<file path="config.mk">
export PLATFORM = sky130hd
export DESIGN_NAME = float32_add_subtract_truncating_flat
export DESIGN_NICKNAME = d
export VERILOG_FILES = /design/src/hdl/fpas_pkg.sv /design/src/hdl/fpas_in_if.sv /design/src/hdl/fpas_out_if.sv /design/src/hdl/fpas_core.sv /design/src/hdl/float32_add_subtract_truncating.sv /design/src/flat_wrapper.sv
export SDC_FILE = /design/constraint.sdc
export NUM_CORES = 1
export LEC_CHECK = 0
export BUFFER_PORTS_ARGS = -buffer_cell sky130_fd_sc_hd__buf_2
export CORE_MARGIN = 2
export CORE_UTILIZATION = 35
export CTS_BUF_LIST = sky130_fd_sc_hd__clkbuf_4
export CTS_CLUSTER_SIZE = 10
export DETAILED_ROUTE_END_ITERATION = 7
export HOLD_SLACK_MARGIN = 0.15
export PLACE_DENSITY = 0.61
export SETUP_SLACK_MARGIN = 0.1
export SYNTH_ARGS = -nofsm -noshare
export SYNTH_HDL_FRONTEND = slang
export SYNTH_SLANG_ARGS = --single-unit
</file>
<file path="constraint.sdc">
create_clock -name i_clk -period 41.4 [get_ports i_clk]
set_input_delay 8.28 -clock i_clk [delete_from_list [all_inputs] [get_ports i_clk]]
set_output_delay 8.28 -clock i_clk [all_outputs]
set_load 0.02 [all_outputs]
</file>
<file path="src/hdl/fpas_pkg.sv">
package fpas_pkg;

    localparam int unsigned WORD_W = 32;
    localparam int unsigned EXP_W  = 8;
    localparam int unsigned MAN_W  = 23;

    localparam logic [EXP_W-1:0] EXP_ALL_ONES = 8'hFF;

    typedef logic [1:0] t_status;

    localparam t_status STATUS_OK       = 2'd0;
    localparam t_status STATUS_INVALID  = 2'd1;
    localparam t_status STATUS_OVERFLOW = 2'd2;

    typedef struct packed {
        logic              action;
        logic [WORD_W-1:0] operand_a;
        logic [WORD_W-1:0] operand_b;
    } t_in_word;

    typedef struct packed {
        logic [WORD_W-1:0] sum_word;
        t_status           status;
    } t_out_word;

    // leading zero count of a 32 bit value, 32 for zero
    function automatic logic [5:0] lzc32(input logic [WORD_W-1:0] v);
        logic [5:0] cnt;
        cnt = 6'd32;
        for (int i = 0; i < WORD_W; i++) begin
            if (v[i]) begin
                cnt = 6'(WORD_W - 1 - i);
            end
        end
        return cnt;
    endfunction

endpackage

</file>
<file path="src/hdl/fpas_in_if.sv">
interface fpas_in_if;
    logic        valid;
    logic        ready;
    logic        action;
    logic [31:0] operand_a;
    logic [31:0] operand_b;

    modport source (output valid, output action, output operand_a, output operand_b,
                    input ready);
    modport sink (input valid, input action, input operand_a, input operand_b,
                  output ready);
endinterface

</file>
<file path="src/hdl/fpas_out_if.sv">
interface fpas_out_if;
    logic        valid;
    logic        ready;
    logic [31:0] sum_word;
    logic [1:0]  status;

    modport source (output valid, output sum_word, output status, input ready);
    modport sink (input valid, input sum_word, input status, output ready);
endinterface

</file>
<file path="src/hdl/fpas_core.sv">
module fpas_core (
    input  fpas_pkg::t_in_word  i_word,
    output fpas_pkg::t_out_word o_word
);
    import fpas_pkg::*;

    logic [31:0] a;
    logic [31:0] b;
    logic [31:0] x;
    logic [31:0] y;
    logic        swap;
    logic        same_sign;
    logic        equal_mag;
    logic [7:0]  ex;
    logic [7:0]  ey;
    logic [23:0] mx;
    logic [23:0] my;
    logic [7:0]  align_sh;
    logic        far;
    logic [31:0] my_add;
    logic [31:0] my_sub;
    logic [31:0] v;
    logic [8:0]  lim;
    logic [5:0]  clz;
    logic [8:0]  n;
    logic [8:0]  eo;
    logic [31:0] w;
    logic [31:0] m;
    logic [31:0] word;

    always_comb begin
        a = i_word.operand_a;
        b = {i_word.operand_b[31] ^ i_word.action, i_word.operand_b[30:0]};
        same_sign = (a[31] == b[31]);
        equal_mag = (a[30:0] == b[30:0]);
        swap = (b[30:0] > a[30:0]);
        x = swap ? b : a;
        y = swap ? a : b;

        // denormals act as exponent one without the hidden bit
        ex = (x[30:23] == 8'd0) ? 8'd1 : x[30:23];
        ey = (y[30:23] == 8'd0) ? 8'd1 : y[30:23];
        mx = {x[30:23] != 8'd0, x[22:0]};
        my = {y[30:23] != 8'd0, y[22:0]};

        align_sh = ex - ey;
        far = (align_sh[7:5] != 3'd0);
        my_add = far ? 32'd0 : ({8'd0, my} >> align_sh[4:0]);
        my_sub = far ? 32'd0 : ({my, 8'd0} >> align_sh[4:0]);

        if (same_sign) begin
            v = {8'd0, mx} + my_add;
            lim = {1'b0, ex} + 9'd8;
        end else begin
            v = {mx, 8'd0} - my_sub;
            lim = {1'b0, ex};
        end

        // normalize, limited by the exponent
        clz = lzc32(v);
        n = ((v == 32'd0) || (lim < {3'd0, clz})) ? lim : {3'd0, clz};
        eo = lim - n;
        w = (eo != 9'd0) ? {v[30:0], 1'b0} : v;
        m = (n[8:5] != 4'd0) ? 32'd0 : (w << n[4:0]);
        word = {x[31], eo[7:0], m[31:9]};

        if (!same_sign && equal_mag) begin
            word = 32'd0;
        end

        if ((a[30:23] == EXP_ALL_ONES) || (b[30:23] == EXP_ALL_ONES)) begin
            o_word.sum_word = 32'd0;
            o_word.status   = STATUS_INVALID;
        end else if (word[30:23] == EXP_ALL_ONES) begin
            o_word.sum_word = 32'd0;
            o_word.status   = STATUS_OVERFLOW;
        end else begin
            o_word.sum_word = word;
            o_word.status   = STATUS_OK;
        end
    end

endmodule

</file>
<file path="src/hdl/float32_add_subtract_truncating.sv">
// Single precision add / subtract, truncating, no rounding.
// Input channel i_in carries action (0 add, 1 subtract operand_b from
// operand_a) and two IEEE single precision words; output channel o_out
// carries sum_word and status (0 ok, 1 NaN or infinity operand,
// 2 result overflow; sum_word is zero whenever status is not ok).
// Both channels use valid / ready; a word moves on a clock edge where
// both are high.
// An accepted word passes through the input register, then the result
// register, which drives the output channel.
// Throughput: one word per cycle while the receiver keeps taking results;
// the input register and the result register each hold one word, so a new
// word is accepted while a finished result waits to be taken.
// When the receiver stalls, the result register holds its word and the
// input register fills; ready drops only once both are full.
// Reset (synchronous, i_rst_n low) empties both registers; no results
// are pending afterwards.
module float32_add_subtract_truncating (
    input  logic               i_clk,
    input  logic               i_rst_n,
    fpas_in_if.sink            i_in,
    fpas_out_if.source         o_out
);
    import fpas_pkg::*;

    logic      r_s1_valid;
    t_in_word  r_s1_word;
    logic      r_s2_valid;
    t_out_word r_s2_word;
    t_in_word  n_s1_word;
    t_out_word n_s2_word;
    logic      s2_free;
    logic      s1_free;

    assign s2_free = !r_s2_valid || o_out.ready;
    assign s1_free = !r_s1_valid || s2_free;

    assign i_in.ready = s1_free;

    assign n_s1_word = '{action: i_in.action, operand_a: i_in.operand_a,
                         operand_b: i_in.operand_b};

    fpas_core u_core (
        .i_word (r_s1_word),
        .o_word (n_s2_word)
    );

    always_ff @(posedge i_clk) begin
        if (!i_rst_n) begin
            r_s1_valid <= 1'b0;
            r_s2_valid <= 1'b0;
        end else begin
            if (s1_free) begin
                r_s1_valid <= i_in.valid;
            end
            if (s2_free) begin
                r_s2_valid <= r_s1_valid;
            end
        end
    end

    always_ff @(posedge i_clk) begin
        if (s1_free && i_in.valid) begin
            r_s1_word <= n_s1_word;
        end
        if (s2_free && r_s1_valid) begin
            r_s2_word <= n_s2_word;
        end
    end

    assign o_out.valid    = r_s2_valid;
    assign o_out.sum_word = r_s2_word.sum_word;
    assign o_out.status   = r_s2_word.status;

endmodule

</file>
<file path="src/flat_wrapper.sv">
// flat-port wrapper written by rule: the top's interface ports become plain ports
module float32_add_subtract_truncating_flat import fpas_pkg::*;
  (i_clk, i_rst_n, i_in_valid, i_in_action, i_in_operand_a, i_in_operand_b, i_in_ready, o_out_valid, o_out_sum_word, o_out_status, o_out_ready);
  fpas_in_if i_in_i ();
  fpas_out_if o_out_i ();
  input  logic i_clk;
  input  logic i_rst_n;
  input wire logic [$bits(i_in_i.valid)-1:0] i_in_valid;
  input wire logic [$bits(i_in_i.action)-1:0] i_in_action;
  input wire logic [$bits(i_in_i.operand_a)-1:0] i_in_operand_a;
  input wire logic [$bits(i_in_i.operand_b)-1:0] i_in_operand_b;
  output wire logic [$bits(i_in_i.ready)-1:0] i_in_ready;
  output wire logic [$bits(o_out_i.valid)-1:0] o_out_valid;
  output wire logic [$bits(o_out_i.sum_word)-1:0] o_out_sum_word;
  output wire logic [$bits(o_out_i.status)-1:0] o_out_status;
  input wire logic [$bits(o_out_i.ready)-1:0] o_out_ready;
  assign i_in_i.valid = i_in_valid;
  assign i_in_i.action = i_in_action;
  assign i_in_i.operand_a = i_in_operand_a;
  assign i_in_i.operand_b = i_in_operand_b;
  assign i_in_ready = i_in_i.ready;
  assign o_out_valid = o_out_i.valid;
  assign o_out_sum_word = o_out_i.sum_word;
  assign o_out_status = o_out_i.status;
  assign o_out_i.ready = o_out_ready;
  float32_add_subtract_truncating u_core (.i_clk(i_clk), .i_rst_n(i_rst_n), .i_in(i_in_i), .o_out(o_out_i));
endmodule
</file>
==> results.cfg <==
[placed_design]
placed_area_um2 = 15820
gp_congestion = 0.9608
place_hpwl_um = 41910
portBuffers = 104

[detailed_routing]
drt-initial-drc-count = 1826
vias = 15389
wl_met3_um = 3743
firstDrtPassIters = 6
wl_met1_um = 22820
topRoutingLayerUsed = met4
routedWlPerCell_um = 21.66
vias_per_cell = 6.223
antenna_left = 0
routed_wl_um = 53550
met2_length_um = 24780
drc_errors = 0

[timing]
tns_ns = 0
hold_viol = 0
skew_ns = 0.03793
slew_violations = 0
rsz0062_at_grt = false
hold_slack_ns = 0.5451
period_minus_slack_ns = 20.01
relSlewSlack_pct = 24.17
finalCritPeriodShare_pct = 48.34
tightest_slew_ns = 1.129
finalSetupViolCount = 0
clock.fmax_mhz = 49.97

[synth]
avgSynthCellArea_um2 = 7.846
syn_area_um2 = 14990
synth_fp_nets = 2080
synth_edf_count = 99
yosys_warnings = 0
yosysUniqueCellTypes = 108
netlist_instances = 1910
synth_ff_type = edfxtp_1
synth-seq-area-share_pct = 20.11
postSynth.asyncResetShare_pct = 0
synth-seq-cells = 101

[clock_tree]
cts_buffer_depth = 2
cts_made_buffers = 9
htreeDepth = 3
clkLatencyLatePin_ns = 0.62
tritoncts = done
cts_sinks = 101
path_clk_slew_ns = 0.16
ctsResizeCount = 0
cts_setup_buffers = 0
cts_root_buffer = clkbuf_4
hold_buffers = 0

[floorplanning]
start_util_pct = 35.57
die_area_um2 = 44490
chipHeight_um = 210.9
core_area_um2 = 42130
io_pins = 105
die_x_um = 210.9
core.rowCount = 75

[pwr]
intPower_mw = 0.4774
seq_power_share_pct = 13.5
total_power_mw = 1.117
comb_power_share_pct = 81.2
leakage_nw = 6.503
swShare_pct = 57.25
power.switching_mw = 0.6394
powerDensity_nw_per_um2 = 69.87
vdd.ir_drop.worst_uv = 28.13
clkPwrFrac_pct = 5.3

[cells_and_area]
syn_to_final_growth_pct = 6.671
layout.nets = 2096
fillCellCount = 4357
fin_util_pct = 37.94
final_area_um2 = 15990
drive_gt1_share_pct = 13.00

[critical_path]
startpoint_type = register
cp_common_cell = inv_1
max_stage_delay_ns = 0.78
cp_max_fo = 69
worst-setup-path-type = reg -> reg
cp_slowest_cell = mux2i_1
crit_path_end_kind = register
worstPathArrival_ns = 20.39
required_ns = 41.78
cp_top_family = compound AO/OA/AOI/OAI gates
cp_num_buf_inv = 13

[global_route]
grt_max_degree = 70
grt_first_pass_wirelength_um = 82770
overflow = 0
grt_usage_pct = 23.78
grt_pass1_vias = 14371
antenna_found_initial = 2

[outcome]
status = finished clean

[hold_path]
hp-class = reg -> reg

[flow_run]
cap_violations = 0
-- cells in the final DEF, fill, tap and decap left out, types with 20 or more instances in the layout --
cell      count
nor3_1       50
nand2b_1     26
nand2_1     185
a221oi_1     20
nor4_1       26
nand3_1      52
ha_1         97
a211oi_1     24
nand4_1      21
o211ai_1     29
buf_4        22
buf_2       104
nor2_1      201
inv_1       109
edfxtp_1     99
o21ai_0     115
mux2i_1     106
a21oi_1     131
mux4_2       20
a21o_1       21
xnor2_1      31
mux2_2       22
-- synthesized netlist by cell type, types with 15 or more instances --
cell,number,area share [%]
a211oi_1,24,1.2
a21o_1,21,1.1
a21oi_1,131,4.4
a221oi_1,20,1.2
a31oi_1,17,0.71
and2_1,16,0.67
and3_1,19,0.79
buf_2,36,1.2
clkbuf_1,58,1.5
edfxtp_1,99,20
ha_1,98,8.2
inv_1,109,2.7
mux2_2,22,1.7
mux2i_1,106,7.1
mux4_2,20,3.0
nand2_1,185,4.6
nand2b_1,26,1.1
nand3_1,52,1.7
nand4_1,21,0.88
nor2_1,201,5.0
nor3_1,50,1.7
nor4_1,26,1.1
o211ai_1,29,1.5
o21a_1,17,0.85
o21ai_0,116,3.9
o221ai_1,15,0.88
o22ai_1,15,0.63
o31ai_1,15,0.75
xnor2_1,34,2.0
xor2_1,17,0.99
-- worst register-to-register path, delay by kind of cell, from the launching register on --
kind | cells | cell delay (ns)
xor+xnor | 1 | 0.50
buf+inv | 13 | 3.55
fa+ha+maj | 6 | 1.64
simple gates | 18 | 5.63
mux | 4 | 1.77
compound gates | 27 | 6.21
flops | 1 | 0.50
-- worst paths after layout --
check,startpoint,end,slack (ns),cells past startpoint
setup reg to reg,u_core.r_s1_word[44],u_core.o_out.sum_word[22],21.39,69
setup / recovery,u_core.r_s1_word[44],u_core.o_out.sum_word[22],21.39,69
hold / removal,u_core.r_s1_valid,u_core.o_out.valid,0.55,1
hold reg to reg,u_core.r_s1_valid,u_core.o_out.valid,0.55,1
-- metal layers --
layer / up-vias / GRT usage, %
li1: 7211 / -
met1: 7354 / 31.15
met2: 710 / 38.96
met3: 114 / 3.494
met4: 0 / 10.42
met5: - / 0
-- area by class of cell --
class / count / area, µm² / share of cell area (%)
Antenna cell: 3 / 7.507 / 0.04696
Clock buffer: 10 / 75.07 / 0.4696
Clock inverter: 6 / 80.08 / 0.5009
Inverter: 114 / 427.9 / 2.677
Multi-Input combinational cell: 1574 / 11020 / 68.95
Sequential cell: 101 / 3013 / 18.85
Tap cell: 539 / 674.4 / 4.219
Timing Repair Buffer: 126 / 685.7 / 4.289
-- flip-flops by register name, summed over array words and instances, names as in the netlist --
name                   cells
u_core.r_s1_word          65
u_core.o_out.sum_word     32
u_core.o_out.status        2
u_core.o_out.valid         1
u_core.r_s1_valid          1
-- kinds of logic (layout without fill, tap and decap cells) --
family	after synthesis	in the layout	synth area share, %
buffers and inverters	235	256	6.863
other	0	3	0
adders and majority gates	101	101	8.583
muxes	154	154	12.29
xor gates and xnor gates	53	53	3.198
AOI/OAI and AO/OA	583	583	26.94
and+or+nand+nor	683	683	22.03
DFF	101	101	20.11
-- stage by stage --
step / std cells / setup WS, ns
after floorplan: 1910 / 24.47
after global placement: 2454 / 21.98
after detailed placement: 2454 / 21.90
after CTS: 2470 / 21.83
after global routing: 2473 / 20.10
final: 2473 / 21.39
-- power groups by stage --
| stage | logic [mW] | clock network [mW] | registers [mW] |
|---|---|---|---|
| after floorplan | 0.649 | 0 | 0.168 |
| after global placement | 0.884 | 0 | 0.154 |
| after detailed placement | 0.882 | 0 | 0.154 |
| after CTS | 0.886 | 0.0620 | 0.151 |
| after global routing | 0.978 | 0.0658 | 0.153 |
| final | 0.906 | 0.0591 | 0.151 |
Power figures use the tool's default switching activity.
